<file path="src/rtl/teq_pkg.sv">
// Shared types and constants of the timed event queue.
package teq_pkg;

  // Fixed field widths of the ports
  localparam int unsigned FUNC_W         = 3;
  localparam int unsigned PORT_PAYLOAD_W = 32;
  localparam int unsigned DEADLINE_W     = 64;
  localparam int unsigned STATUS_W       = 2;

  // Operation codes
  typedef enum logic [FUNC_W-1:0] {
    FN_PUSH_TAIL    = 3'd0,
    FN_PUSH_HEAD    = 3'd1,
    FN_POP_HEAD     = 3'd2,
    FN_TIMED_INSERT = 3'd3,
    FN_PEEK_HEAD    = 3'd4
  } func_t;

  // Result status codes
  typedef enum logic [STATUS_W-1:0] {
    ST_OK    = 2'd0,
    ST_EMPTY = 2'd1,
    ST_FULL  = 2'd2
  } status_t;

  // Controller states
  typedef enum logic [2:0] {
    S_IDLE,
    S_DISPATCH,
    S_HEAD,
    S_SCAN,
    S_SHIFT,
    S_TAIL
  } ctrl_state_t;

  // Read address select: logical slot pos or pos + 1
  typedef enum logic {
    RD_POS,
    RD_NEXT
  } rd_sel_t;

  // Write address select: logical slot pos, slot count, or one ahead of the head
  typedef enum logic [1:0] {
    WR_POS,
    WR_COUNT,
    WR_FRONT
  } wr_sel_t;

  // Commands from controller to datapath
  typedef struct packed {
    logic    load;
    logic    rd_en;
    rd_sel_t rd_sel;
    logic    wr_en;
    wr_sel_t wr_sel;
    logic    carry_take;
    logic    pos_inc;
    logic    count_inc;
    logic    count_dec;
    logic    head_adv;
    logic    resp_en;
    status_t resp_status;
    logic    resp_data;
  } dp_cmd_t;

  // Status from datapath to controller
  typedef struct packed {
    func_t func;
    logic  full;
    logic  empty;
    logic  last;
    logic  go_past;
  } dp_stat_t;

endpackage

</file>
<file path="src/rtl/timed_event_queue.sv">
// Top level of the timed event queue.
//
// Usage: present an operation on in_func with the entry fields and raise
// start; the beat is taken at a rising edge with start high and busy low.
// Operations: push tail, push head, pop head, timed insert, peek head.
// Every operation returns exactly one result beat, shown for one cycle with
// out_valid high; the receiver cannot stall and must take it then.
// Timing: busy stays high in dispatch alone for pushes, unused codes and
// any operation that reports empty or full, in dispatch and head for a pop
// or peek of a held entry, and for a timed insert among held entries in
// dispatch, the scan and shift walk and, when an entry is carried, the tail
// state. The result strobes in the first cycle busy is low again, and a new
// start may be taken in that same cycle. The insert walk visits one slot per
// cycle, set by the single read and single write port of the slot memory.
// Entries live in a ring buffer, so head pushes and pops do not move data.
// Reset (rst_n low, synchronous) empties the queue and cancels any work in
// flight; slot contents are not cleared and need no clearing pass.
module timed_event_queue #(
  parameter int unsigned QUEUE_DEPTH  = 16,
  parameter int unsigned PAYLOAD_BITS = 32
) (
  input  logic                                clk,
  input  logic                                rst_n,
  input  logic                                start,
  output logic                                busy,
  input  logic [teq_pkg::FUNC_W-1:0]          in_func,
  input  logic [teq_pkg::PORT_PAYLOAD_W-1:0]  in_entry_payload,
  input  logic                                in_entry_is_timed,
  input  logic [teq_pkg::DEADLINE_W-1:0]      in_entry_deadline,
  output logic                                out_valid,
  output logic [teq_pkg::PORT_PAYLOAD_W-1:0]  out_payload,
  output logic                                out_is_timed,
  output logic [teq_pkg::DEADLINE_W-1:0]      out_deadline,
  output logic [teq_pkg::STATUS_W-1:0]        out_status,
  output logic [$clog2(QUEUE_DEPTH+1)-1:0]    out_occupancy
);

  teq_pkg::dp_cmd_t  cmd;
  teq_pkg::dp_stat_t stat;

  // Sequence each operation
  teq_ctrl u_ctrl (
    .clk   (clk),
    .rst_n (rst_n),
    .start (start),
    .busy  (busy),
    .stat  (stat),
    .cmd   (cmd)
  );

  // Hold the slots and form the result beat
  teq_datapath #(
    .QUEUE_DEPTH  (QUEUE_DEPTH),
    .PAYLOAD_BITS (PAYLOAD_BITS)
  ) u_datapath (
    .clk               (clk),
    .rst_n             (rst_n),
    .cmd               (cmd),
    .stat              (stat),
    .in_func           (in_func),
    .in_entry_payload  (in_entry_payload),
    .in_entry_is_timed (in_entry_is_timed),
    .in_entry_deadline (in_entry_deadline),
    .out_valid         (out_valid),
    .out_payload       (out_payload),
    .out_is_timed      (out_is_timed),
    .out_deadline      (out_deadline),
    .out_status        (out_status),
    .out_occupancy     (out_occupancy)
  );

endmodule

</file>
<file path="src/rtl/teq_ctrl.sv">
// Controller state machine of the timed event queue.
module teq_ctrl (
  input  logic               clk,
  input  logic               rst_n,
  input  logic               start,
  output logic               busy,
  input  teq_pkg::dp_stat_t  stat,
  output teq_pkg::dp_cmd_t   cmd
);

  teq_pkg::ctrl_state_t state_r, state_nxt;

  // State register
  always_ff @(posedge clk) begin
    if (!rst_n) begin
      state_r <= teq_pkg::S_IDLE;
    end else begin
      state_r <= state_nxt;
    end
  end

  // Next state and commands
  always_comb begin
    cmd       = '0;
    state_nxt = state_r;
    busy      = 1'b1;
    unique case (state_r)
      teq_pkg::S_IDLE: begin
        busy = 1'b0;
        if (start) begin
          cmd.load  = 1'b1;
          state_nxt = teq_pkg::S_DISPATCH;
        end
      end

      teq_pkg::S_DISPATCH: begin
        state_nxt = teq_pkg::S_IDLE;
        unique case (stat.func)
          teq_pkg::FN_PUSH_TAIL: begin
            cmd.resp_en = 1'b1;
            if (stat.full) begin
              cmd.resp_status = teq_pkg::ST_FULL;
            end else begin
              cmd.wr_en     = 1'b1;
              cmd.wr_sel    = teq_pkg::WR_COUNT;
              cmd.count_inc = 1'b1;
            end
          end
          teq_pkg::FN_PUSH_HEAD: begin
            cmd.resp_en = 1'b1;
            if (stat.full) begin
              cmd.resp_status = teq_pkg::ST_FULL;
            end else begin
              cmd.wr_en     = 1'b1;
              cmd.wr_sel    = teq_pkg::WR_FRONT;
              cmd.count_inc = 1'b1;
            end
          end
          teq_pkg::FN_TIMED_INSERT: begin
            if (stat.full) begin
              cmd.resp_en     = 1'b1;
              cmd.resp_status = teq_pkg::ST_FULL;
            end else if (stat.empty) begin
              cmd.resp_en   = 1'b1;
              cmd.wr_en     = 1'b1;
              cmd.wr_sel    = teq_pkg::WR_COUNT;
              cmd.count_inc = 1'b1;
            end else begin
              // fetch the head to start the ordered walk
              cmd.rd_en  = 1'b1;
              cmd.rd_sel = teq_pkg::RD_POS;
              state_nxt  = teq_pkg::S_SCAN;
            end
          end
          teq_pkg::FN_POP_HEAD, teq_pkg::FN_PEEK_HEAD: begin
            if (stat.empty) begin
              cmd.resp_en     = 1'b1;
              cmd.resp_status = teq_pkg::ST_EMPTY;
            end else begin
              cmd.rd_en  = 1'b1;
              cmd.rd_sel = teq_pkg::RD_POS;
              state_nxt  = teq_pkg::S_HEAD;
            end
          end
          default: begin
            cmd.resp_en = 1'b1;
          end
        endcase
      end

      teq_pkg::S_HEAD: begin
        // report the head beat, drop it on a pop
        cmd.resp_en   = 1'b1;
        cmd.resp_data = 1'b1;
        if (stat.func == teq_pkg::FN_POP_HEAD) begin
          cmd.head_adv  = 1'b1;
          cmd.count_dec = 1'b1;
        end
        state_nxt = teq_pkg::S_IDLE;
      end

      teq_pkg::S_SCAN: begin
        cmd.pos_inc = 1'b1;
        if (stat.go_past) begin
          // skip an earlier timed entry; past the last one, append at the tail
          if (stat.last) begin
            cmd.wr_en     = 1'b1;
            cmd.wr_sel    = teq_pkg::WR_COUNT;
            cmd.count_inc = 1'b1;
            cmd.resp_en   = 1'b1;
            state_nxt     = teq_pkg::S_IDLE;
          end else begin
            cmd.rd_en  = 1'b1;
            cmd.rd_sel = teq_pkg::RD_NEXT;
          end
        end else begin
          // place the new entry here and carry the displaced one onward
          cmd.wr_en      = 1'b1;
          cmd.wr_sel     = teq_pkg::WR_POS;
          cmd.carry_take = 1'b1;
          if (stat.last) begin
            state_nxt = teq_pkg::S_TAIL;
          end else begin
            cmd.rd_en  = 1'b1;
            cmd.rd_sel = teq_pkg::RD_NEXT;
            state_nxt  = teq_pkg::S_SHIFT;
          end
        end
      end

      teq_pkg::S_SHIFT: begin
        // move each entry up one slot
        cmd.pos_inc    = 1'b1;
        cmd.wr_en      = 1'b1;
        cmd.wr_sel     = teq_pkg::WR_POS;
        cmd.carry_take = 1'b1;
        if (stat.last) begin
          state_nxt = teq_pkg::S_TAIL;
        end else begin
          cmd.rd_en  = 1'b1;
          cmd.rd_sel = teq_pkg::RD_NEXT;
        end
      end

      teq_pkg::S_TAIL: begin
        // append the last carried entry
        cmd.wr_en     = 1'b1;
        cmd.wr_sel    = teq_pkg::WR_COUNT;
        cmd.count_inc = 1'b1;
        cmd.resp_en   = 1'b1;
        state_nxt     = teq_pkg::S_IDLE;
      end

      default: begin
        state_nxt = teq_pkg::S_IDLE;
      end
    endcase
  end

endmodule

</file>
<file path="src/rtl/teq_datapath.sv">
// Datapath of the timed event queue: slot memory, ring pointers, carry and result registers.
module teq_datapath #(
  parameter int unsigned QUEUE_DEPTH  = 16,
  parameter int unsigned PAYLOAD_BITS = 32
) (
  input  logic                                  clk,
  input  logic                                  rst_n,
  input  teq_pkg::dp_cmd_t                      cmd,
  output teq_pkg::dp_stat_t                     stat,
  input  logic [teq_pkg::FUNC_W-1:0]            in_func,
  input  logic [teq_pkg::PORT_PAYLOAD_W-1:0]    in_entry_payload,
  input  logic                                  in_entry_is_timed,
  input  logic [teq_pkg::DEADLINE_W-1:0]        in_entry_deadline,
  output logic                                  out_valid,
  output logic [teq_pkg::PORT_PAYLOAD_W-1:0]    out_payload,
  output logic                                  out_is_timed,
  output logic [teq_pkg::DEADLINE_W-1:0]        out_deadline,
  output logic [teq_pkg::STATUS_W-1:0]          out_status,
  output logic [$clog2(QUEUE_DEPTH+1)-1:0]      out_occupancy
);

  localparam int unsigned AW = $clog2(QUEUE_DEPTH);
  localparam int unsigned CW = $clog2(QUEUE_DEPTH + 1);

  typedef struct packed {
    logic                           timed;
    logic [teq_pkg::DEADLINE_W-1:0] deadline;
    logic [PAYLOAD_BITS-1:0]        payload;
  } slot_t;

  slot_t             mem [QUEUE_DEPTH];
  slot_t             rd_data_r;
  slot_t             carry_r;
  teq_pkg::func_t    func_r;
  logic [AW-1:0]     head_r;
  logic [AW-1:0]     head_dec;
  logic [CW-1:0]     count_r, count_nxt;
  logic [CW-1:0]     pos_r, pos_inc;
  logic [AW-1:0]     rd_addr, wr_addr;
  logic              out_valid_r;
  logic [teq_pkg::PORT_PAYLOAD_W-1:0] out_payload_r;
  logic                               out_is_timed_r;
  logic [teq_pkg::DEADLINE_W-1:0]     out_deadline_r;
  teq_pkg::status_t                   out_status_r;
  logic [CW-1:0]                      out_occupancy_r;

  // Map a logical offset from the head onto a physical slot of the ring
  function automatic logic [AW-1:0] ring_addr(input logic [AW-1:0] base,
                                              input logic [CW-1:0] ofs);
    logic [CW:0] sum;
    sum = (CW+1)'(base) + (CW+1)'(ofs);
    if (sum >= (CW+1)'(QUEUE_DEPTH)) begin
      sum = sum - (CW+1)'(QUEUE_DEPTH);
    end
    return sum[AW-1:0];
  endfunction

  // Address and counter arithmetic
  always_comb begin
    pos_inc   = pos_r + CW'(1);
    head_dec  = (head_r == '0) ? AW'(QUEUE_DEPTH - 1) : head_r - AW'(1);
    count_nxt = count_r;
    if (cmd.count_inc) begin
      count_nxt = count_r + CW'(1);
    end else if (cmd.count_dec) begin
      count_nxt = count_r - CW'(1);
    end
    rd_addr = ring_addr(head_r, (cmd.rd_sel == teq_pkg::RD_NEXT) ? pos_inc : pos_r);
    unique case (cmd.wr_sel)
      teq_pkg::WR_POS:   wr_addr = ring_addr(head_r, pos_r);
      teq_pkg::WR_COUNT: wr_addr = ring_addr(head_r, count_r);
      teq_pkg::WR_FRONT: wr_addr = head_dec;
      default:           wr_addr = ring_addr(head_r, pos_r);
    endcase
  end

  // Status toward the controller
  always_comb begin
    stat.func    = func_r;
    stat.full    = (count_r == CW'(QUEUE_DEPTH));
    stat.empty   = (count_r == '0);
    stat.last    = (pos_inc == count_r);
    stat.go_past = rd_data_r.timed && (carry_r.deadline > rd_data_r.deadline);
  end

  // Slot memory: one write and one registered read per cycle
  always_ff @(posedge clk) begin
    if (cmd.wr_en) begin
      mem[wr_addr] <= carry_r;
    end
    if (cmd.rd_en) begin
      rd_data_r <= mem[rd_addr];
    end
  end

  // Hold the item and the carried entry, advance the walk position
  always_ff @(posedge clk) begin
    if (cmd.load) begin
      func_r           <= teq_pkg::func_t'(in_func);
      carry_r.payload  <= PAYLOAD_BITS'(in_entry_payload);
      carry_r.deadline <= in_entry_deadline;
      carry_r.timed    <= in_entry_is_timed
                          || (in_func == teq_pkg::FN_TIMED_INSERT);
      pos_r            <= '0;
    end else begin
      if (cmd.carry_take) begin
        carry_r <= rd_data_r;
      end
      if (cmd.pos_inc) begin
        pos_r <= pos_inc;
      end
    end
  end

  // Ring pointers
  always_ff @(posedge clk) begin
    if (!rst_n) begin
      head_r  <= '0;
      count_r <= '0;
    end else begin
      count_r <= count_nxt;
      if (cmd.wr_en && (cmd.wr_sel == teq_pkg::WR_FRONT)) begin
        head_r <= head_dec;
      end else if (cmd.head_adv) begin
        head_r <= ring_addr(head_r, CW'(1));
      end
    end
  end

  // Result strobe
  always_ff @(posedge clk) begin
    if (!rst_n) begin
      out_valid_r <= 1'b0;
    end else begin
      out_valid_r <= cmd.resp_en;
    end
  end

  // Result beat
  always_ff @(posedge clk) begin
    if (cmd.resp_en) begin
      out_status_r    <= cmd.resp_status;
      out_occupancy_r <= count_nxt;
      if (cmd.resp_data) begin
        out_payload_r  <= teq_pkg::PORT_PAYLOAD_W'(rd_data_r.payload);
        out_is_timed_r <= rd_data_r.timed;
        out_deadline_r <= rd_data_r.deadline;
      end else begin
        out_payload_r  <= '0;
        out_is_timed_r <= 1'b0;
        out_deadline_r <= '0;
      end
    end
  end

  assign out_valid     = out_valid_r;
  assign out_payload   = out_payload_r;
  assign out_is_timed  = out_is_timed_r;
  assign out_deadline  = out_deadline_r;
  assign out_status    = out_status_r;
  assign out_occupancy = out_occupancy_r;

`ifndef SYNTHESIS
  a_count_bound: assert property (@(posedge clk) disable iff (!rst_n)
    count_r <= CW'(QUEUE_DEPTH))
    else $error("entry count above queue depth");

  a_head_bound: assert property (@(posedge clk) disable iff (!rst_n)
    head_r <= AW'(QUEUE_DEPTH - 1))
    else $error("head pointer outside the ring");

  a_full_occ: assert property (@(posedge clk) disable iff (!rst_n)
    (out_valid_r && out_status_r == teq_pkg::ST_FULL)
      |-> (out_occupancy_r == CW'(QUEUE_DEPTH)))
    else $error("full status with free slots");

  a_empty_occ: assert property (@(posedge clk) disable iff (!rst_n)
    (out_valid_r && out_status_r == teq_pkg::ST_EMPTY) |-> (out_occupancy_r == '0))
    else $error("empty status with entries held");
`endif

endmodule
</file>
<file path="config.mk">
export PLATFORM = sky130hd
export DESIGN_NAME = timed_event_queue
export DESIGN_NICKNAME = d
export VERILOG_FILES = /design/src/rtl/teq_pkg.sv /design/src/rtl/timed_event_queue.sv /design/src/rtl/teq_ctrl.sv /design/src/rtl/teq_datapath.sv
export SDC_FILE = /design/constraint.sdc
export NUM_CORES = 2
export LEC_CHECK = 0
export BUFFER_PORTS_ARGS = -buffer_cell sky130_fd_sc_hd__buf_4
export CORE_MARGIN = 2
export CORE_UTILIZATION = 50
export CTS_CLUSTER_SIZE = 25
export DETAILED_ROUTE_END_ITERATION = 7
export HOLD_SLACK_MARGIN = 0.1
export PLACE_DENSITY = 0.75
export SYNTH_ARGS = -nofsm -noshare
export SYNTH_HDL_FRONTEND = slang
export SYNTH_SLANG_ARGS = --single-unit
</file>
<file path="constraint.sdc">
create_clock -name clk -period 28.7 [get_ports clk]
set_clock_uncertainty 0.15 [all_clocks]
set_input_delay 1.435 -clock clk [delete_from_list [all_inputs] [get_ports clk]]
set_output_delay 1.435 -clock clk [all_outputs]
set_load 0.05 [all_outputs]
</file>
# Yosys cells after proc, flatten, opt, wreduce, memory -nomap -nowiden
# Memories as Yosys holds them, arrays and structs flattened. A register that Yosys moved wholly into a read port is not among the register bits.
# Cells that the tools add are included.
[totals]
mem_bits_rw = 1552
elab_cells = 120
memories = 1
regBits = 222
inputBits = 103
out_inout_bits = 106
[memory_table]
columns = ["memory", "depth", "word_bits", "rd", "rd_clocked_by_memory_dff", "wr", "line", "text"]
rows = [
  ["u_datapath.mem", 16, 97, 1, 1, 1, "teq_datapath.sv:31", "slot_t mem [QUEUE_DEPTH];"],
]
[op_classes]
mux = 57
addsub = 12
magnitude_cmp = 5
n_eq_ne = 17
reduce_logical = 14
[ops]
columns = ["cell", "count"]
rows = [
  ["$mux 97", 2],
  ["$gt 64x64->1", 1],
  ["$mux 3", 10],
  ["$mux 4", 7],
  ["$pmux 3 s4", 2],
  ["$mux 5", 4],
  ["$sub 4x1->4 const B", 5],
  ["$add 4x5->6", 3],
  ["$ge 6x5->1 const B", 3],
  ["$eq 3x2->1 const B", 5],
  ["$mux 1", 14],
  ["$mux 2", 7],
  ["$pmux 2 s2", 3],
  ["$add 5x1->5 const B", 2],
  ["$eq 3x3->1 const B", 3],
  ["$pmux 3 s3", 1],
  ["$pmux 4 s2", 1],
  ["$eq 3x1->1 const B", 2],
  ["$logic_not 3->1", 2],
  ["$pmux 1 s3", 2],
  ["$pmux 2 s3", 1],
  ["$pmux 3 s2", 1],
  ["$reduce_or 2->1", 3],
  ["$add 4x1->5 const B", 1],
  ["16 further kinds", 20],
]

# Depth between registers and ports, before layout
[depth]
depth_word = 9
mapped_depth = 21
depth_no_buf = 21

# Cells and area by module
# From an unflattened synthesis, not the netlist that was laid out.
[unflattened]
cells_unflattened = 3195
hier_area_um2 = 72259.3
[by_module_without_submodules]
columns = ["mod", "area_each_um2", "cells_per_inst", "seq_area_each_um2", "n_inst"]
rows = [
  ["teq_datapath", 71805.1, 3133, 55943.7, 1],
  ["teq_ctrl", 454.2, 62, 60.1, 1],
]

# Worst setup path after synthesis
# OpenSTA, ideal clock, no wires.
[synth_path]
path_type = "register -> register"
from = "register u_datapath.carry_r[87] (netlist name)"
to = "memory u_datapath.mem[0][0] (netlist name), enable pin"
stages_incl_launch_ff = 18
synth_period_minus_slack_ps = 9552
setup_ps = 584
required_time_ps = 27966
path_buffers = 0
t_arrival_ps = 8818
setup_slack_ps = 19148
path_cell_list = "edfxtp_1 -> ha_1 -> nand4_1 -> or4_4 -> nor3_2 -> nand2_1 -> a2bb2oi_2 -> a211oi_4 -> nor2_4 -> o21ai_0 -> ha_1 -> inv_1 -> fa_1 -> xnor2_1 -> a21boi_1 -> nand3_1 -> mux2_4 -> a21oi_1"
[synth_between]
elab_chain_cells = 6
elab_cells_between_ends = 9
cone_classes = "order compare (1); eq/ne (2); mux (5); reduce/logical (1)"
[synth_rtl]
columns = ["element", "line", "text"]
rows = [
  ["start, declared", "teq_datapath.sv:33", "slot_t carry_r;"],
  ["start signal, assigned", "teq_datapath.sv:107", "carry_r <= rd_data_r;"],
  ["$gt 64x64->1 (*)", "teq_datapath.sv:83", "stat.go_past = rd_data_r.timed && (carry_r.deadline > rd_data_r.deadline);"],
  ["$logic_and 1x1->1 (*)", "teq_datapath.sv:83", ""],
  ["$mux 3 (*)", "teq_ctrl.sv:104", "if (stat.go_past) begin"],
  ["$pmux 3 s4 (*)", "teq_ctrl.sv:27", "unique case (state_r)"],
  ["$eq 2x2->1 (tied with other cells)", "teq_datapath.sv:69", "unique case (cmd.wr_sel)"],
  ["$pmux 4 s2 or $mux 1 (tied branches)", "teq_datapath.sv:69, teq_datapath.sv:89", ""],
  ["end, declared", "teq_datapath.sv:31", ""],
]
# Mark *: on every way between the ends. The rest lies on a longest branch, timed or not.

# Worst setup path in the final report
[layout_path]
from = "register u_datapath.carry_r[87] (netlist name)"
to = "memory u_datapath.mem[0][47] (netlist name), enable pin"
# Same word-level chain as after synthesis.

==> metrics.sh <==
DESIGN.PORTCOUNT=209
INTERNAL-POWER_mW=4.42
CLKLATENCYLATEPIN_PS=820
YS_FF_LATCH=1871
HOLDPATHSTAGES=2
COREAREA_UM2=144000
POWER.STATIC_LEAKAGE_nW=26.0
REG2REG_DEPTH=19
RELSLEWSLACK=0.176
DRT.ANTENNA.VIOLATING_NETS=0
POWER_FRAC_COMB=0.031
FP.DIEAREA_UM2=148000
AREA_DELTA_SYNTH_FINAL_PCT=13.6
GRT_ANTENNA_BEFORE_REPAIR=3
FIRST_GLOBAL_VIAS=35877
VIA_PER_INST=6.25
CRITICALPATHCATEGORY='register to register'
CTS_SETUP_BUFFERS=0
CLK_PIN_SLEW_PS=60
FINAL_HOLD_VIOL_COUNT=0
CLOCK_TREE_FROM_TRITONCTS='yes'
CRIT_ARRIVAL_PS=8840
GRT_OVERFLOW_TOTAL=0
HOLDWS_PS=369
VIOLATIONS='DRC'
DRC=8
GRT_FIRST_PASS_WIRELENGTH_UM=249000
NUMBER_OF_FLOPS_MAPPED_TO_ENABLE_CELLS_BY_YOSYS=1853
COUNT_OF_FINAL_SETUP_VIOLATORS=0
MIN_PATH_TYPE='register to register'
CAP_VIOLATIONS=0
TIMING.CRITICAL_PATH.FANOUT_MAX=55
RSZ_0062_RAISED_AFTER_GLOBAL_ROUTING='false'
LAYOUT_MIN_CYCLE_TIME_PS=8570
MAX-CLOCK-PATH-BUFFERS=3
CLOCK_TREE_ROOT='sky130_fd_sc_hd__clkbuf_16'
CELLPOWERDENSITY_nW_PER_UM2=68.2
TRITONCTS.NUM_BUFFERS=181
ASYNC_FLOP_SHARE=0
DETAIL_ROUTE.WIRELENGTH_UM=172000
TIGHTEST_SLEW_PS=1240
FINAL_MAX_SLEW_VIOL_COUNT=0
PLACEMENT_ROWS=139
SYN_AVG_CELL_AREA_UM2=22.3
DRT_ITER0_MARKERS=4245
KIND_OF_START_POINT_OF_THE_CRITICAL_PATH='register'
WORST_EP_REQUIRED_TIME_PS=28970
MAPPED_NETS=3421
P_TOTAL_mW=5.60
DRT_FIRST_PASS_ITERS=8
DIE_X_UM=384
DIE_H_UM=384
LAYOUT-DRIVE-GT1-SHARE=0.295
ENDPOINT_KIND='register'
SINK_COUNT=1871
FILLCELLCOUNT=10079
POST_SYNTH_NUM_CELL_TYPES=67
VDD_DROP_MAX_mV=0.0469
SEQPWRFRAC=0.552
CLOCK_TREE.HTREE_LEVEL_COUNT=4
POSTCTSHOLDBUFS=0
FIN_NETS=3711
YS_SEQ_AREA_FRAC=0.775
YS.FLOP_TYPE='sky130_fd_sc_hd__edfxtp_1'
POWER_DISSIPATED_BY_SWITCHING_NET_LOADS_mW=1.18
WL_PER_CELL_UM=30.7
SHARE_CLK_OF_TOTAL_POWER=0.417
ANTENNA_CELLS=0
CTS_RESIZED=0
SYN-INSTANCE-COUNT=3240
GRT_START_MAX_NET_PINS=145
DETAILED_PLACE_HPWL_UM=86400
FMAX_GHz=0.117
TIMING.REG2REG.SETUP_SLACK_PS=20130
YOSYSWARNINGS=0
PLACE_CONGESTION=0.848
VIAS=34942
POWER.SWITCHING_FRACTION=0.211
FINAL_MIN_PERIOD_OVER_CLOCK_PERIOD=0.299
INITIAL_CORE_UTILIZATION=0.503
PORT_BUFFERS=208
OUTCOME='finished, violations left'
SYN-CELL-AREA_UM2=72300
FIN_SETUP_TNS_PS=0
GRT_USE_TOTAL=0.234
-- synthesized netlist by cell type (4+ instances only) --
library cell,n,area share
sky130_fd_sc_hd__inv_1,80,0.0042
sky130_fd_sc_hd__nor2_1,33,0.0017
sky130_fd_sc_hd__clkbuf_1,132,0.0069
sky130_fd_sc_hd__buf_1,6,0.00031
sky130_fd_sc_hd__buf_4,7,0.00073
sky130_fd_sc_hd__buf_2,6,0.00042
sky130_fd_sc_hd__a21o_1,8,0.00083
sky130_fd_sc_hd__mux2_2,37,0.0058
sky130_fd_sc_hd__buf_6,4,0.00062
sky130_fd_sc_hd__dfxtp_1,18,0.0050
sky130_fd_sc_hd__nor3_1,73,0.0051
sky130_fd_sc_hd__o21ai_0,83,0.0057
sky130_fd_sc_hd__ha_1,76,0.013
sky130_fd_sc_hd__nand3_1,22,0.0015
sky130_fd_sc_hd__a21boi_0,6,0.00062
sky130_fd_sc_hd__mux4_2,485,0.15
sky130_fd_sc_hd__xnor2_1,15,0.0018
sky130_fd_sc_hd__xor2_1,11,0.0013
sky130_fd_sc_hd__mux2i_1,8,0.0011
sky130_fd_sc_hd__and2_1,39,0.0034
sky130_fd_sc_hd__o21a_1,5,0.00052
sky130_fd_sc_hd__a21oi_1,42,0.0029
sky130_fd_sc_hd__nor3b_1,5,0.00052
sky130_fd_sc_hd__edfxtp_1,1853,0.77
sky130_fd_sc_hd__nand2_1,103,0.0053
sky130_fd_sc_hd__nand2b_1,5,0.00043
sky130_fd_sc_hd__nand4_1,17,0.0015
-- layout by cell type, fill, tap and decap left out, types with 11 or more instances in the layout --
cell and n:
sky130_fd_sc_hd__mux2_2 37, sky130_fd_sc_hd__nand3_1 22, sky130_fd_sc_hd__dfxtp_1 17, sky130_fd_sc_hd__xnor2_1 14
sky130_fd_sc_hd__nand4_1 17, sky130_fd_sc_hd__clkinv_1 46, sky130_fd_sc_hd__bufinv_16 14, sky130_fd_sc_hd__xor2_1 11
sky130_fd_sc_hd__clkinv_2 38, sky130_fd_sc_hd__inv_1 80, sky130_fd_sc_hd__clkbuf_1 33, sky130_fd_sc_hd__a21oi_1 34
sky130_fd_sc_hd__o21ai_0 81, sky130_fd_sc_hd__nor3_1 73, sky130_fd_sc_hd__nor2_1 24, sky130_fd_sc_hd__nand2_1 102
sky130_fd_sc_hd__ha_1 75, sky130_fd_sc_hd__buf_4 255, sky130_fd_sc_hd__clkbuf_16 184, sky130_fd_sc_hd__mux4_2 485
sky130_fd_sc_hd__edfxtp_1 1853, sky130_fd_sc_hd__and2_1 39
-- area by class of cell --
type                       instances  area, um^2  share of cell area
clock buffer                     217        4730              0.0576
clock inverter                   123        1090              0.0133
inverter                          80         300             0.00366
multi-input combinational       1134       15600               0.190
sequential                      1871       56000               0.682
tap                             1903        2380              0.0290
timing repair buffer             262        2050              0.0250
-- worst paths after layout --
path / to / startpoint
worst min register to register: u_datapath.count_r[4] / u_datapath.count_r[4]
worst max register to register: u_datapath.mem[0][47] / u_datapath.carry_r[87]
worst max-delay path: u_datapath.mem[0][47] / u_datapath.carry_r[87]
worst min-delay path: u_datapath.count_r[4] / u_datapath.count_r[4]
-- kinds of logic (layout without fill, tap and decap cells) --
group / count (synthesis) / after routing / share of synthesized area
buffers and inverters: 235 / 682 / 0.0131
and+or+nand+nor: 323 / 323 / 0.0224
xor gates and xnor gates: 27 / 27 / 0.00337
AOI/OAI and AO/OA: 174 / 174 / 0.0146
DFF: 1871 / 1871 / 0.775
muxes: 532 / 532 / 0.158
adders and majority gates: 78 / 78 / 0.0137
-- flip-flops by register name, summed over array words and instances (netlist names) --
signal                    count
u_datapath.count_r            5
u_datapath.out_deadline      64
u_datapath.out_is_timed       1
u_datapath.pos_r              5
u_datapath.out_payload       32
u_datapath.carry_r           97
u_datapath.out_status         2
u_datapath.out_valid          1
u_datapath.mem             1552
u_datapath.head_r             4
u_datapath.out_occupancy      5
u_ctrl.state_r                3
u_datapath.func_r             3
u_datapath.rd_data_r         97
-- through the flow --
step	util	setup WS (ps)	area, um^2	cells
floorplan	-	19150	72300	3240
global placement	0.531	20370	76300	5250
detailed placement	0.531	20150	76300	5250
CTS	0.572	20140	82100	5590
global route	0.572	19830	82100	5590
finish	0.572	20130	82100	5590
-- power by group through the flow --
stage	sequential, mW	clock, mW	combinational [mW]
2_1_floorplan	3.15	0	0.0910
3_3_place_gp	3.14	0	0.171
3_5_place_dp	3.15	0	0.172
4_1_cts	3.09	2.37	0.174
5_1_grt	3.09	2.47	0.182
6_report	3.09	2.34	0.173
-- worst max-delay path, cell delays in order (launching register included) --
cell                       delay (ps)
sky130_fd_sc_hd__edfxtp_1         640
sky130_fd_sc_hd__ha_1             440
sky130_fd_sc_hd__nand4_1          200
sky130_fd_sc_hd__or4_4            670
sky130_fd_sc_hd__nor3_2           360
sky130_fd_sc_hd__nor3b_1          660
sky130_fd_sc_hd__nor4_2           160
sky130_fd_sc_hd__a211oi_4         390
sky130_fd_sc_hd__nor2_4           120
sky130_fd_sc_hd__mux2_2           310
sky130_fd_sc_hd__ha_1             320
sky130_fd_sc_hd__a21oi_1          150
sky130_fd_sc_hd__nand2_1           70
sky130_fd_sc_hd__xor2_1           140
sky130_fd_sc_hd__nand2_1          110
sky130_fd_sc_hd__a21boi_0         390
sky130_fd_sc_hd__nand4b_1         460
sky130_fd_sc_hd__a21oi_4          820
sky130_fd_sc_hd__buf_4            600
sky130_fd_sc_hd__buf_4            920
-- metal layers --
metal	wire length (um)	up-vias	global-route usage
li1	-	14140	-
met1	64000	18563	0.313
met2	88500	1968	0.396
met3	14700	271	0.0422
met4	4440	0	0.0673
met5	0	-	0
Power figures use the tool's default switching activity.
